## src/design/mchd_pkg.sv

```systemverilog
// ============================================================================
// Mouse click and hold detector package
// Shared widths, register indexes and the types passed between the modules.
// ============================================================================
package mchd_pkg;

    localparam int NUM_BUTTONS_DEF = 5;
    localparam int TIME_BITS_DEF   = 32;

    localparam int OUT_LANES  = 5;
    localparam int POS_W      = 16;
    localparam int COUNT_W    = 4;
    localparam int DLY_W      = 32;
    localparam int CFG_IDX_W  = 4;
    localparam int CFG_DATA_W = 32;

    localparam logic [COUNT_W-1:0] COUNT_MAX   = 4'd15;
    localparam logic [COUNT_W-1:0] CLICKS_INIT = 4'd1;

    typedef enum logic [CFG_IDX_W-1:0] {
        REG_HOLD_DELAY   = 4'd0,
        REG_MULTI_DELAY  = 4'd1,
        REG_BUTTON_EN    = 4'd2,
        REG_MAX_LEFT     = 4'd3,
        REG_MAX_RIGHT    = 4'd4,
        REG_MAX_MIDDLE   = 4'd5,
        REG_MAX_FOURTH   = 4'd6,
        REG_MAX_FIFTH    = 4'd7
    } t_cfg_reg;

    typedef struct packed {
        logic [DLY_W-1:0]                   hold_delay;
        logic [DLY_W-1:0]                   multi_delay;
        logic [OUT_LANES-1:0]               button_en;
        logic [OUT_LANES-1:0][COUNT_W-1:0]  max_clicks;
    } t_cfg;

    typedef struct packed {
        logic               drag;
        logic               hold;
        logic               release_fired;
        logic               click;
        logic [COUNT_W-1:0] count;
    } t_lane_res;

endpackage

```

## src/design/mchd_cfg.sv

```systemverilog
// ============================================================================
// Configuration register file
// Holds the delays, the button enable mask and the per-button click limits.
// ============================================================================
module mchd_cfg (
    input  logic                              i_clk,
    input  logic                              i_rst_n,
    input  logic                              i_wr,
    input  logic [mchd_pkg::CFG_IDX_W-1:0]    i_index,
    input  logic [mchd_pkg::CFG_DATA_W-1:0]   i_data,
    output mchd_pkg::t_cfg                    o_cfg
);

    mchd_pkg::t_cfg r_cfg;
    mchd_pkg::t_cfg n_cfg;

    always_comb begin
        n_cfg = r_cfg;
        if (i_wr) begin
            case (mchd_pkg::t_cfg_reg'(i_index))
                mchd_pkg::REG_HOLD_DELAY:  n_cfg.hold_delay  = i_data[mchd_pkg::DLY_W-1:0];
                mchd_pkg::REG_MULTI_DELAY: n_cfg.multi_delay = i_data[mchd_pkg::DLY_W-1:0];
                mchd_pkg::REG_BUTTON_EN:   n_cfg.button_en   = i_data[mchd_pkg::OUT_LANES-1:0];
                mchd_pkg::REG_MAX_LEFT:    n_cfg.max_clicks[0] = i_data[mchd_pkg::COUNT_W-1:0];
                mchd_pkg::REG_MAX_RIGHT:   n_cfg.max_clicks[1] = i_data[mchd_pkg::COUNT_W-1:0];
                mchd_pkg::REG_MAX_MIDDLE:  n_cfg.max_clicks[2] = i_data[mchd_pkg::COUNT_W-1:0];
                mchd_pkg::REG_MAX_FOURTH:  n_cfg.max_clicks[3] = i_data[mchd_pkg::COUNT_W-1:0];
                mchd_pkg::REG_MAX_FIFTH:   n_cfg.max_clicks[4] = i_data[mchd_pkg::COUNT_W-1:0];
                default: ;
            endcase
        end
    end

    always_ff @(posedge i_clk) begin
        if (!i_rst_n) begin
            r_cfg.hold_delay  <= '0;
            r_cfg.multi_delay <= '0;
            r_cfg.button_en   <= '0;
            for (int i = 0; i < mchd_pkg::OUT_LANES; i++) begin
                r_cfg.max_clicks[i] <= mchd_pkg::CLICKS_INIT;
            end
        end else begin
            r_cfg <= n_cfg;
        end
    end

    assign o_cfg = r_cfg;

endmodule

```

## src/design/mchd_lane.sv

```systemverilog
// ============================================================================
// Button gesture lane
// Click counter, hold flag and fire time of one button, with its next-state
// logic and the flags it raises for the event in flight.
// ============================================================================
module mchd_lane #(
    parameter int TIME_BITS = mchd_pkg::TIME_BITS_DEF
) (
    input  logic                            i_clk,
    input  logic                            i_rst_n,
    input  logic                            i_upd,
    input  logic                            i_en,
    input  logic                            i_now_btn,
    input  logic                            i_prev_btn,
    input  logic                            i_moved,
    input  logic [TIME_BITS-1:0]            i_now,
    input  logic [mchd_pkg::DLY_W-1:0]      i_hold_delay,
    input  logic [mchd_pkg::DLY_W-1:0]      i_multi_delay,
    input  logic [mchd_pkg::COUNT_W-1:0]    i_limit,
    output mchd_pkg::t_lane_res             o_res
);

    localparam int CMP_W = (TIME_BITS > mchd_pkg::DLY_W) ? TIME_BITS : mchd_pkg::DLY_W;

    logic [mchd_pkg::COUNT_W-1:0] r_count;
    logic [mchd_pkg::COUNT_W-1:0] n_count;
    logic                         r_hold;
    logic                         n_hold;
    logic [TIME_BITS-1:0]         r_fire;
    logic [TIME_BITS-1:0]         n_fire;
    logic [TIME_BITS-1:0]         w_elapsed;
    logic                         w_hold_due;
    logic                         w_multi_due;

    assign w_elapsed   = i_now - r_fire;
    assign w_hold_due  = CMP_W'(w_elapsed) >= CMP_W'(i_hold_delay);
    assign w_multi_due = CMP_W'(w_elapsed) >= CMP_W'(i_multi_delay);

    always_comb begin
        n_count = r_count;
        n_hold  = r_hold;
        n_fire  = r_fire;
        o_res   = '0;
        if (i_en) begin
            if (i_now_btn) begin
                o_res.drag = i_moved;
                if (!i_prev_btn) begin
                    if (r_count != mchd_pkg::COUNT_MAX) begin
                        n_count = r_count + 1'b1;
                    end
                    n_fire = i_now;
                end else if (w_hold_due && r_count == mchd_pkg::COUNT_W'(1)) begin
                    o_res.hold = 1'b1;
                    n_hold     = 1'b1;
                    n_count    = '0;
                end
            end else if (r_hold) begin
                o_res.release_fired = 1'b1;
                n_hold              = 1'b0;
                n_fire              = i_now;
            end else if (r_count != '0) begin
                if (w_multi_due || r_count == i_limit) begin
                    o_res.click = 1'b1;
                    o_res.count = r_count;
                    n_count     = '0;
                end
                n_fire = i_now;
            end
        end
    end

    always_ff @(posedge i_clk) begin
        if (!i_rst_n) begin
            r_count <= '0;
            r_hold  <= 1'b0;
            r_fire  <= '0;
        end else if (i_upd) begin
            r_count <= n_count;
            r_hold  <= n_hold;
            r_fire  <= n_fire;
        end
    end

endmodule

```

## src/design/mouse_click_hold_detector_unit.sv

```systemverilog
// ============================================================================
// Mouse click and hold detector
// Turns mouse events into move, drag, hold, release and multi-click results.
// ============================================================================
// The block takes one event per clock cycle while the output is not stalled
// and returns exactly one result beat per event: the event is captured in an
// input register, all button lanes evaluate it in parallel with one subtract
// and two compares each, and the result lands in an output register while
// the lane state and previous position and buttons are updated in the same
// cycle. Configuration writes are taken at any time, but should only be
// issued while no event is in flight.
module mouse_click_hold_detector_unit #(
    parameter int NUM_BUTTONS = mchd_pkg::NUM_BUTTONS_DEF,
    parameter int TIME_BITS   = mchd_pkg::TIME_BITS_DEF
) (
    input  logic                                 i_clk,
    input  logic                                 i_rst_n,
    input  logic                                 i_in_valid,
    output logic                                 o_in_ready,
    input  logic signed [mchd_pkg::POS_W-1:0]    i_pos_x,
    input  logic signed [mchd_pkg::POS_W-1:0]    i_pos_y,
    input  logic [mchd_pkg::OUT_LANES-1:0]       i_button_mask,
    input  logic [TIME_BITS-1:0]                 i_time_now,
    output logic                                 o_out_valid,
    input  logic                                 i_out_ready,
    output logic                                 o_moved,
    output logic [mchd_pkg::OUT_LANES-1:0]       o_drag_mask,
    output logic [mchd_pkg::OUT_LANES-1:0]       o_hold_mask,
    output logic [mchd_pkg::OUT_LANES-1:0]       o_release_mask,
    output logic [mchd_pkg::OUT_LANES-1:0]       o_click_mask,
    output logic [mchd_pkg::COUNT_W-1:0]         o_count_left,
    output logic [mchd_pkg::COUNT_W-1:0]         o_count_right,
    output logic [mchd_pkg::COUNT_W-1:0]         o_count_middle,
    output logic [mchd_pkg::COUNT_W-1:0]         o_count_fourth,
    output logic [mchd_pkg::COUNT_W-1:0]         o_count_fifth,
    input  logic                                 i_cfg_valid,
    output logic                                 o_cfg_ready,
    input  logic [mchd_pkg::CFG_IDX_W-1:0]       i_cfg_index,
    input  logic [mchd_pkg::CFG_DATA_W-1:0]      i_cfg_data
);

    localparam int OL = mchd_pkg::OUT_LANES;

    mchd_pkg::t_cfg w_cfg;

    logic                          r_in_valid;
    logic signed [mchd_pkg::POS_W-1:0] r_in_x;
    logic signed [mchd_pkg::POS_W-1:0] r_in_y;
    logic [OL-1:0]                 r_in_btn;
    logic [TIME_BITS-1:0]          r_in_time;

    logic signed [mchd_pkg::POS_W-1:0] r_prev_x;
    logic signed [mchd_pkg::POS_W-1:0] r_prev_y;
    logic [OL-1:0]                 r_prev_btn;

    logic                          r_out_valid;
    logic                          r_moved;
    logic [OL-1:0]                 r_drag;
    logic [OL-1:0]                 r_hold;
    logic [OL-1:0]                 r_rel;
    logic [OL-1:0]                 r_click;
    logic [OL-1:0][mchd_pkg::COUNT_W-1:0] r_count;

    logic                          w_move;
    logic                          w_moved;
    logic [OL-1:0]                 n_drag;
    logic [OL-1:0]                 n_hold;
    logic [OL-1:0]                 n_rel;
    logic [OL-1:0]                 n_click;
    logic [OL-1:0][mchd_pkg::COUNT_W-1:0] n_count;

    mchd_pkg::t_lane_res           w_lane [NUM_BUTTONS];

    assign w_move      = r_in_valid && (!r_out_valid || i_out_ready);
    assign o_in_ready  = !r_in_valid || w_move;
    assign o_cfg_ready = 1'b1;
    assign w_moved     = (r_in_x != r_prev_x) || (r_in_y != r_prev_y);

    mchd_cfg u_cfg (
        .i_clk   (i_clk),
        .i_rst_n (i_rst_n),
        .i_wr    (i_cfg_valid),
        .i_index (i_cfg_index),
        .i_data  (i_cfg_data),
        .o_cfg   (w_cfg)
    );

    for (genvar g = 0; g < NUM_BUTTONS; g++) begin : g_lane
        logic                         w_en;
        logic                         w_now_btn;
        logic                         w_prev_btn;
        logic [mchd_pkg::COUNT_W-1:0] w_limit;
        if (g < OL) begin : g_wired
            assign w_en       = w_cfg.button_en[g];
            assign w_now_btn  = r_in_btn[g];
            assign w_prev_btn = r_prev_btn[g];
            assign w_limit    = w_cfg.max_clicks[g];
        end else begin : g_spare
            assign w_en       = 1'b0;
            assign w_now_btn  = 1'b0;
            assign w_prev_btn = 1'b0;
            assign w_limit    = '0;
        end
        mchd_lane #(
            .TIME_BITS (TIME_BITS)
        ) u_lane (
            .i_clk         (i_clk),
            .i_rst_n       (i_rst_n),
            .i_upd         (w_move),
            .i_en          (w_en),
            .i_now_btn     (w_now_btn),
            .i_prev_btn    (w_prev_btn),
            .i_moved       (w_moved),
            .i_now         (r_in_time),
            .i_hold_delay  (w_cfg.hold_delay),
            .i_multi_delay (w_cfg.multi_delay),
            .i_limit       (w_limit),
            .o_res         (w_lane[g])
        );
    end

    for (genvar g = 0; g < OL; g++) begin : g_map
        if (g < NUM_BUTTONS) begin : g_used
            assign n_drag[g]  = w_lane[g].drag;
            assign n_hold[g]  = w_lane[g].hold;
            assign n_rel[g]   = w_lane[g].release_fired;
            assign n_click[g] = w_lane[g].click;
            assign n_count[g] = w_lane[g].count;
        end else begin : g_unused
            assign n_drag[g]  = 1'b0;
            assign n_hold[g]  = 1'b0;
            assign n_rel[g]   = 1'b0;
            assign n_click[g] = 1'b0;
            assign n_count[g] = '0;
        end
    end

    always_ff @(posedge i_clk) begin
        if (!i_rst_n) begin
            r_in_valid <= 1'b0;
        end else if (o_in_ready) begin
            r_in_valid <= i_in_valid;
        end
    end

    always_ff @(posedge i_clk) begin
        if (i_in_valid && o_in_ready) begin
            r_in_x    <= i_pos_x;
            r_in_y    <= i_pos_y;
            r_in_btn  <= i_button_mask;
            r_in_time <= i_time_now;
        end
    end

    always_ff @(posedge i_clk) begin
        if (!i_rst_n) begin
            r_prev_x   <= '0;
            r_prev_y   <= '0;
            r_prev_btn <= '0;
        end else if (w_move) begin
            r_prev_x   <= r_in_x;
            r_prev_y   <= r_in_y;
            r_prev_btn <= r_in_btn;
        end
    end

    always_ff @(posedge i_clk) begin
        if (!i_rst_n) begin
            r_out_valid <= 1'b0;
        end else if (w_move) begin
            r_out_valid <= 1'b1;
        end else if (i_out_ready) begin
            r_out_valid <= 1'b0;
        end
    end

    always_ff @(posedge i_clk) begin
        if (w_move) begin
            r_moved <= w_moved;
            r_drag  <= n_drag;
            r_hold  <= n_hold;
            r_rel   <= n_rel;
            r_click <= n_click;
            r_count <= n_count;
        end
    end

    assign o_out_valid    = r_out_valid;
    assign o_moved        = r_moved;
    assign o_drag_mask    = r_drag;
    assign o_hold_mask    = r_hold;
    assign o_release_mask = r_rel;
    assign o_click_mask   = r_click;
    assign o_count_left   = r_count[0];
    assign o_count_right  = r_count[1];
    assign o_count_middle = r_count[2];
    assign o_count_fourth = r_count[3];
    assign o_count_fifth  = r_count[4];

    a_no_accept_when_full: assert property (@(posedge i_clk) disable iff (!i_rst_n)
        r_in_valid && r_out_valid && !i_out_ready |-> !o_in_ready)
        else $error("Input beat accepted while both stages are stalled.");

    a_drag_needs_move: assert property (@(posedge i_clk) disable iff (!i_rst_n)
        o_out_valid && (o_drag_mask != '0) |-> o_moved)
        else $error("Drag reported without pointer movement.");

    a_count_with_click: assert property (@(posedge i_clk) disable iff (!i_rst_n)
        o_out_valid |-> ((o_count_left != '0) == o_click_mask[0]))
        else $error("Left click count does not match the click mask.");

    a_hold_click_apart: assert property (@(posedge i_clk) disable iff (!i_rst_n)
        o_out_valid |-> ((o_hold_mask & (o_click_mask | o_release_mask)) == '0))
        else $error("Hold fired together with a click or release on one button.");

endmodule
```

## config.mk

```make
export PLATFORM = sky130hd
export DESIGN_NAME = mouse_click_hold_detector_unit
export DESIGN_NICKNAME = d
export VERILOG_FILES = /design/src/design/mchd_pkg.sv /design/src/design/mchd_cfg.sv /design/src/design/mchd_lane.sv /design/src/design/mouse_click_hold_detector_unit.sv
export SDC_FILE = /design/constraint.sdc
export NUM_CORES = 1
export LEC_CHECK = 0
export BUFFER_PORTS_ARGS = -buffer_cell sky130_fd_sc_hd__buf_2
export CAP_MARGIN = 20
export CORE_MARGIN = 2
export CORE_UTILIZATION = 45
export CTS_CLUSTER_SIZE = 10
export DETAILED_ROUTE_END_ITERATION = 10
export GPL_ROUTABILITY_DRIVEN = 0
export SLEW_MARGIN = 25
export SYNTH_ARGS = -nofsm -noshare
export SYNTH_HDL_FRONTEND = slang
export SYNTH_SLANG_ARGS = --single-unit
```

## constraint.sdc

```tcl
create_clock -name i_clk -period 10.1 [get_ports i_clk]
set_input_delay 1.515 -clock i_clk [delete_from_list [all_inputs] [get_ports i_clk]]
set_output_delay 1.515 -clock i_clk [all_outputs]
set_load 0.01 [all_outputs]
```

## Yosys cells after proc, flatten, opt, wreduce, memory -nomap -nowiden

Index checks and enable logic that the tools add are counted.

| word-level totals | value |
|---|---|
| output and inout bits | 44 |
| flip-flop bits (word level) | 423 |
| logic and storage cells | 321 |
| bits of input ports | 110 |

| cells by class | value |
|---|---|
| bitwise operators | 15 |
| add/subtract/negate cells | 10 |
| order comparisons | 10 |
| reduce and logical (&&, ||, !) cells | 87 |
| mux-type cells | 87 |
| eq/ne operators | 54 |

Operators with widths:

| cell | number |
|---|---|
| $mux W32 | 20 |
| $ge A32 B32 Y1 | 10 |
| $sub A32 B32 Y32 | 5 |
| $mux W4 | 35 |
| $reduce_and A4 Y1 | 10 |
| $reduce_and A7 Y1 | 5 |
| $ne A16 B16 Y1 | 2 |
| $mux W1 | 27 |
| $reduce_and A2 Y1 | 13 |
| $mux W5 | 5 |
| $reduce_or A5 Y1 | 5 |
| $eq A4 B1 Y1 const B | 6 |
| $reduce_bool A2 Y1 | 11 |
| $add A4 B1 Y4 const B | 5 |
| $eq A4 B4 Y1 | 5 |
| $ne A2 B1 Y1 const B | 10 |
| $ne A2 B2 Y1 const B | 10 |
| $ne A4 B4 Y1 const B | 5 |
| $reduce_bool A4 Y1 | 5 |
| $reduce_or A4 Y1 | 5 |
| $eq A4 B3 Y1 const B | 4 |
| $ne A3 B1 Y1 const B | 5 |
| $ne A3 B2 Y1 const B | 5 |
| $not A1 Y1 | 15 |
| other kinds (8) | 35 |

## Logic depth before layout (Yosys ltp)

Gate-level depths: netlist of the first run.

| depth | value |
|---|---|
| depth in word-level cells | 7 |
| depth in mapped cells | 23 |
| mapped depth without buffers | 23 |

## Modules after synthesis

From an unflattened synthesis of the first run, not the netlist that was laid out.

| unflattened totals | value |
|---|---|
| cells, all modules | 3,909 |
| area, all modules | 32,929.1 µm² |

By module, submodules not included:

| module | area an instance (µm²) | cells an instance | instances |
|---|---|---|---|
| mchd_lane at g_lane[0].u_lane ... | 4,830.9 | 642 | 4 |
| mouse_click_hold_detector_unit | 5,268.8 | 325 | 1 |
| mchd_lane at g_lane[1].u_lane | 4,964.8 | 679 | 1 |
| mchd_cfg | 3,372.0 | 337 | 1 |

## Least setup slack after synthesis of the first run

OpenSTA, ideal clock, no wires.

| path | value |
|---|---|
| path kind | register to register |
| from | register r_in_time[0] |
| to | register g_lane[0].u_lane.r_count[0] (netlist name) |
| arrival time | 4,896 ps |
| path slack | 5,082 ps |
| stages on the path, launching flop included | 22 |
| cells stage by stage | edfxtp_1 -> inv_1 -> ha_1 -> inv_1 -> fa_1 -> a21oi_1 -> o221ai_1 -> a21oi_1 -> o21ai_1 -> a221oi_1 -> o21ai_0 -> a21o_1 -> a21oi_1 -> xnor2_1 -> ha_1 -> nand4_1 -> or3_1 -> o211ai_1 -> a31oi_1 -> or4_1 -> and2_1 -> o311a_1 |

| on the way | value |
|---|---|
| word-level cells in the longest chain between the ends | 5 |

RTL lines:

| what | line | source |
|---|---|---|
| start: declaration | mouse_click_hold_detector_unit.sv:50 | `logic [TIME_BITS-1:0] r_in_time;` |
| start signal: assignment | mouse_click_hold_detector_unit.sv:151 | `r_in_time <= i_time_now;` |
| $sub A32 B32 Y32 (*) | mchd_lane.sv:35 | `assign w_elapsed = i_now - r_fire;` |
| $ge A32 B32 Y1 (on tied branches) | mchd_lane.sv:36, mchd_lane.sv:37 |  |
| $logic_and A1 B1 Y1 or $logic_or A1 B1 Y1 (tied branches) | mchd_lane.sv:52, mchd_lane.sv:62 |  |
| $ne A3 B2 Y1 (no source line) or $reduce_bool A2 Y1 (tied branches) | -- |  |
| $reduce_and A7 Y1 (no source line) (*) | -- |  |
| end signal: assignment | mchd_lane.sv:78 | `r_count <= n_count;` |
| end: declaration | mchd_lane.sv:25 | `logic [mchd_pkg::COUNT_W-1:0] r_count;` |

Every way passes the cells marked *; elsewhere a longest branch is shown, timed or not.
A chain may end at the register's enable or synchronous reset.

## Worst setup path in the final report of the first run

| path | value |
|---|---|
| from | register r_in_time[1] |
| to | register g_lane[0].u_lane.r_count[3] (netlist name) |

The elaborated chain is that of the path after synthesis.

==> flow_summary.ini, run 1 <==
[pwr]
total_power_mw = 4.67
seqPwrFrac_pct = 39.1
p_switching_mw = 1.41
combPwrFrac_pct = 20.8
pwr_density_cell_nw_per_um2 = 136
p_clk_share_pct = 40.1
p_int_mw = 3.26
peakVddDrop_uv = 147
p_sw_share_pct = 30.1
leakage_nw = 13.4

[clocking]
hold_buffers = 0
path_clk_slew_ps = 60
cts_resized = 0
clockRootBuffer = clkbuf_16
cts_tree = done
clk_path_buf_depth = 3
clock_sinks = 423
cts_inserted_buffers = 52
insertion_delay_ps = 640
post-cts-setup-buffers = 0
cts.htree.levels = 2

[floorplan]
fp-row-count = 96
fp.coreArea_um2 = 68300
fp.dieH_um = 266
ios = 154
die_w_um = 266
start_util_pct = 45.3
die_area_um2 = 71000

[worst_setup_path]
worstPathArrival_ps = 6960
crit_buf_inv = 0
worstPathMaxFanout = 15
start_kind = register
rr_endpoint = g_lane[0].u_lane.r_count[3]$_SDFFE_PN0P_
crit_path_end_kind = register
cp_top_family = compound AO/OA/AOI/OAI gates
path_class = register to register
crit_chain = fa_1 -> a21oi_1 -> o221ai_1 -> a21oi_1 -> o21ai_1 -> a221oi_1 -> o41ai_1 -> o21ai_0 -> o21ai_0 -> xor2_1 -> ha_1 -> nand4_1 -> or3_1 -> nor3_1 -> o2111ai_1 -> nand2b_1 -> nor2_1 -> o221a_2
reg2regPathDepth = 18
timing.rr.start = r_in_time[1]$_DFFE_PP_
crit_path_top_delay_cell = o41ai_1
max_stage_delay_ps = 950
required_ps = 10610
r2r_slack_ps = 3650
cp_num_cells = 18

[route]
firstDrtPassIters = 5
num_vias = 26924
wire_per_inst_um = 19.7
ant_nets = 0
first_iter_violations = 2069
routed_wl_mm = 94.2
via_per_inst = 5.63
drc = 0

[layout]
design_area_um2 = 34300
antenna_cells = 0
final_nets = 4462
utilization_pct = 50.2
multi_input_area_um2 = 20000
ff_latch_area_um2 = 9570
drive_gt1_share_pct = 7.24
most-common-layout-cells = 644 x nand2_1, 497 x a21oi_1, 490 x ha_1
final_common_cell = nand2_1
fillers = 6622
area_delta_synth_final_pct = 10.8
fin_cells = 4779

[sta]
slew_viol_final = 0
slew_headroom_pct = 32.4
layout_setup_ws_ps = 3650
worstMarginPinSlew_ps = 1000
fin_worst_skew_ps = 41.5
setup_viol = 0
rsz0062_at_grt = no
max_clock_freq_mhz = 155
hold_viol = 0
period_minus_slack_ps = 6450
whs_ps = 452
fin_crit_sh_pct = 63.8
setup_tns_ps = 0

[logic_synthesis]
synthDistinctLibCells = 80
ys_seq_elements = 423
avgSynthCellArea_um2 = 8.26
synthCells = 3753
ys.flop_type = dfxtp_1
synth_fp_nets = 4358
yosys_warnings = 0
async_reset_ff_share_pct = 0
synth-edff-count = 110
ys_seq_area_share_pct = 30.9
synthesis.area_um2 = 31000

[hold_path]
min_to = g_lane[0].u_lane.r_fire[8]$_SDFFE_PN0P_
hp-class = register to register
worstHoldPathCells = 2
min_from = g_lane[0].u_lane.r_fire[8]$_SDFFE_PN0P_

[grt]
overflow = 0
grt_pass1_wl_mm = 144
antenna_found_initial = 0
grt_pass1_vias = 25051
grt_max_degree = 130
grt_usage_pct = 26.1

[place]
numPortBuffers = 152
dp_hpwl_mm = 71.6
placed_cell_area_um2 = 32600
placed_cells = 4685
pre_cts_slack_ps = 3650

[outcome]
status = complete, no violations

[run]
maxCapViolCount = 0
-- worst max path at each step --
stage                                start                                  endpoint
floorplan           r_in_time[0]$_DFFE_PP_  g_lane[0].u_lane.r_count[0]$_SDFFE_PN0P_
global placement    r_in_time[1]$_DFFE_PP_  g_lane[0].u_lane.r_count[3]$_SDFFE_PN0P_
detailed placement  r_in_time[1]$_DFFE_PP_  g_lane[0].u_lane.r_count[3]$_SDFFE_PN0P_
CTS                 r_in_time[1]$_DFFE_PP_  g_lane[0].u_lane.r_count[3]$_SDFFE_PN0P_
global route        r_in_time[1]$_DFFE_PP_  g_lane[0].u_lane.r_count[3]$_SDFFE_PN0P_
finish              r_in_time[1]$_DFFE_PP_  g_lane[0].u_lane.r_count[3]$_SDFFE_PN0P_
-- flip-flops by register name, summed over array words and instances, names as in the netlist, 16 cells and up --
signal and count:
r_in_time 32, r_prev_y 16, g_lane.u_lane.r_fire 160, u_cfg.o_cfg 89, r_in_x 16, r_in_y 16, g_lane.u_lane.r_count 20, r_prev_x 16
-- power groups by stage --
stage / Clock (mW) / Sequential (mW) / Combinational (mW)
floorplan: 0 / 1.84 / 0.663
global placement: 0 / 1.86 / 0.942
detailed placement: 0 / 1.86 / 0.950
CTS: 1.91 / 1.82 / 0.956
global route: 1.98 / 1.83 / 1.08
finish: 1.87 / 1.82 / 0.972
-- worst register-to-register path: cells and delay by family, from the launching register on --
kind            cells  cell delay [ps]
xor+xnor            1              330
flops               1              820
simple gates        5             1470
fa+ha+maj           2              530
compound gates     10             3200
-- Yosys cell counts (all sizes together) (33+ instances only) --
cell,n,area (µm²)
a21o,209,1570
a21oi,500,2510
clkbuf,111,417
dfxtp,313,6270
edfxtp,110,3300
ha,490,6130
inv,280,1050
nand2,644,2420
nand2b,33,206
nand3,58,290
nand4,77,482
nor2,169,634
nor3,43,215
o21ai,98,490
xnor2,108,946
xor2,84,736
-- cell families after synthesis --
group                    Yosys count  share of synthesized area, %
AND/OR/NAND/NOR                 1186                          17.2
AO/OA/AOI/OAI                   1023                          20.5
adder cells (fa/ha/maj)          495                          20.1
flip-flops                       423                          30.9
buffers and inverters            403                          4.90
XOR/XNOR                         192                          5.43
multiplexers                      30                         0.973
other                              1                        0.0121
-- routing by layer --
layer | global-route usage (%) | share of wire [%]
met3 | 3.20 | 6.1
met4 | 8.17 | 3.2
met1 | 38.3 | 49
met5 | 0 | 0
met2 | 39.6 | 42
-- cell type report --
class | count | area share (%)
Clock inverter | 9 | 0.580
Clock buffer | 85 | 4.39
Timing Repair Buffer | 173 | 2.68
Sequential cell | 423 | 27.9
Multi-Input combinational cell | 2927 | 58.2
Tap cell | 882 | 3.21
Inverter | 280 | 3.09
Note: power is estimated with default switching activity, not from simulation.
==> inputs of run 2 (changes only) <==
Clock period 10.1 ns to 5.6 ns, I/O delays scaled along.
==> run 2 against run 1 <==
Sequential share of layout area decreased by 0.52 points. Critical path depth did not move. Sequential power rose by 80%. Worst setup slack got worse by 3500 ps. Core utilization is 0.95 points higher. Highest routed layer unchanged. Die area stayed put. Count of clock-buffer cells in the layout rose by 1. Cell count is 1.5% higher. Sequential cell count is the same. Clock skew shrank 12 ps. Wire length is 1.7% higher. Largest power group unchanged.
==> flow_summary.ini, run 2 (same netlist as run 1, synthesis figures left out) <==
[pwr]
peakVddDrop_uv = 288
pwr_density_cell_nw_per_um2 = 240
leakage_nw = 13.7
total_power_mw = 8.39

[grt]
grt_pass1_vias = 25185
grt_usage_pct = 26.4
overflow = 0
grt_pass1_wl_mm = 146
grt_max_degree = 152
antenna_found_initial = 2

[worst_setup_path]
crit_chain = ha_1 -> and3_1 -> a221o_1 -> a2111o_1 -> and3_1 -> a211oi_2 -> or3b_1 -> a211o_1 -> a21oi_1 -> or3b_1 -> ha_1 -> nand4_1 -> or3_1 -> nor3_4 -> o2111ai_2 -> nand2b_1 -> buf_4 -> and3_1
path_class = register to register
worstPathArrival_ps = 5920
start_kind = register
cp_top_family = simple AND/OR/NAND/NOR gates
crit_path_top_delay_cell = edfxtp_1
max_stage_delay_ps = 510
crit_path_end_kind = register
crit_buf_inv = 1
worstPathMaxFanout = 6
path_common_cell = and3_1
required_ps = 6070

[floorplan]
die_w_um = 266
start_util_pct = 45.3
ios = 154
fp.dieH_um = 266
die_area_um2 = 71000
fp.coreArea_um2 = 68300
fp-row-count = 96

[layout]
largest_reg_flops = 160
antenna_cells = 0
most-common-layout-cells = 644 x nand2_1, 490 x ha_1, 489 x a21oi_1
final_common_cell = nand2_1
largest-register = g_lane.u_lane.r_fire
final_nets = 4532
fillers = 6576
drive_gt1_share_pct = 9.60
area_delta_synth_final_pct = 12.9

[clocking]
insertion_delay_ps = 630
cts.htree.levels = 2
path_clk_slew_ps = 60
clk_path_buf_depth = 3
cts_tree = done
hold_buffers = 0
clockRootBuffer = clkbuf_16
clock_sinks = 423
cts_inserted_buffers = 52

[place]
numPortBuffers = 152
dp_hpwl_mm = 72.4

[route]
num_vias = 27331
wire_per_inst_um = 19.8
firstDrtPassIters = 5
via_per_inst = 5.64
ant_nets = 0
routed_wl_mm = 95.9
drc = 0
first_iter_violations = 2012

[sta]
hold_viol = 0
slew_viol_final = 0
worstMarginPinSlew_ps = 1000
slew_headroom_pct = 33.0
max_clock_freq_mhz = 183
fin_worst_skew_ps = 29.0
whs_ps = 393
period_minus_slack_ps = 5450
setup_viol = 0
setup_tns_ps = 0
fin_crit_sh_pct = 97.3

[hold_path]
hp-class = input pin to register

[outcome]
status = complete, no violations

[run]
maxCapViolCount = 0
==> run 2: layout make-up <==
cell class | instances | area (µm²) | share of cell area, %
well taps | 882 | 1100 | 3.16
multi-input cells | 2927 | 20200 | 57.6
inverters | 280 | 1060 | 3.03
clock buffers | 86 | 1510 | 4.31
flip-flops and latches | 423 | 9570 | 27.4
clock inverters | 9 | 126 | 0.361
repair buffers | 243 | 1460 | 4.16
==> run 2: layer usage <==
| metal | track usage, % | wire length [µm] | share of wire [%] |
|---|---|---|---|
| met5 | 0 | 0 | 0 |
| met2 | 40.2 | 40400 | 42 |
| met1 | 39.4 | 46800 | 49 |
| met4 | 7.17 | 2580 | 2.7 |
| met3 | 2.97 | 6110 | 6.4 |
==> run 2: per-stage QoR <==
step / utilization [%] / setup slack (ps) / std cells / area, µm²
4_1_cts: 50.9 / 0.604 / 4847 / 34800
3_5_place_dp: 48.5 / -272 / 4752 / 33100
2_1_floorplan: - / 582 / 3753 / 31000
3_3_place_gp: 48.5 / -195 / 4752 / 33100
6_report: 51.2 / 150 / 4850 / 35000
5_1_grt: 51.2 / -11.3 / 4850 / 35000
==> run 2: final timing paths <==
path	endpoint	startpoint	cells past startpoint	slack, ps
worst max-delay path	o_count_left[0]$_SDFFCE_PP0P_	r_in_time[9]$_DFFE_PP_	18	150
worst min-delay path	r_in_time[8]$_DFFE_PP_	i_time_now[8]	1	390
worst max register to register	o_count_left[0]$_SDFFCE_PP0P_	r_in_time[9]$_DFFE_PP_	18	150
worst min register to register	g_lane[4].u_lane.r_fire[26]$_SDFFE_PN0P_	g_lane[4].u_lane.r_fire[26]$_SDFFE_PN0P_	2	450
==> run 2: power by group <==
part	internal [mW]	switching (mW)	total, mW
logic	0.745	1.10	1.85
registers	3.20	0.0642	3.27
clock network	1.89	1.39	3.28
total	5.83	2.56	8.39
==> run 2: what timing repair did <==
action | in CTS | in global routing
endpoints found under the setup margin | 13 | 48
buffers inserted | 0 | 3
pin swaps | 0 | 10
endpoints found under the hold margin | 0 | 0
resized for setup | 3 | 37
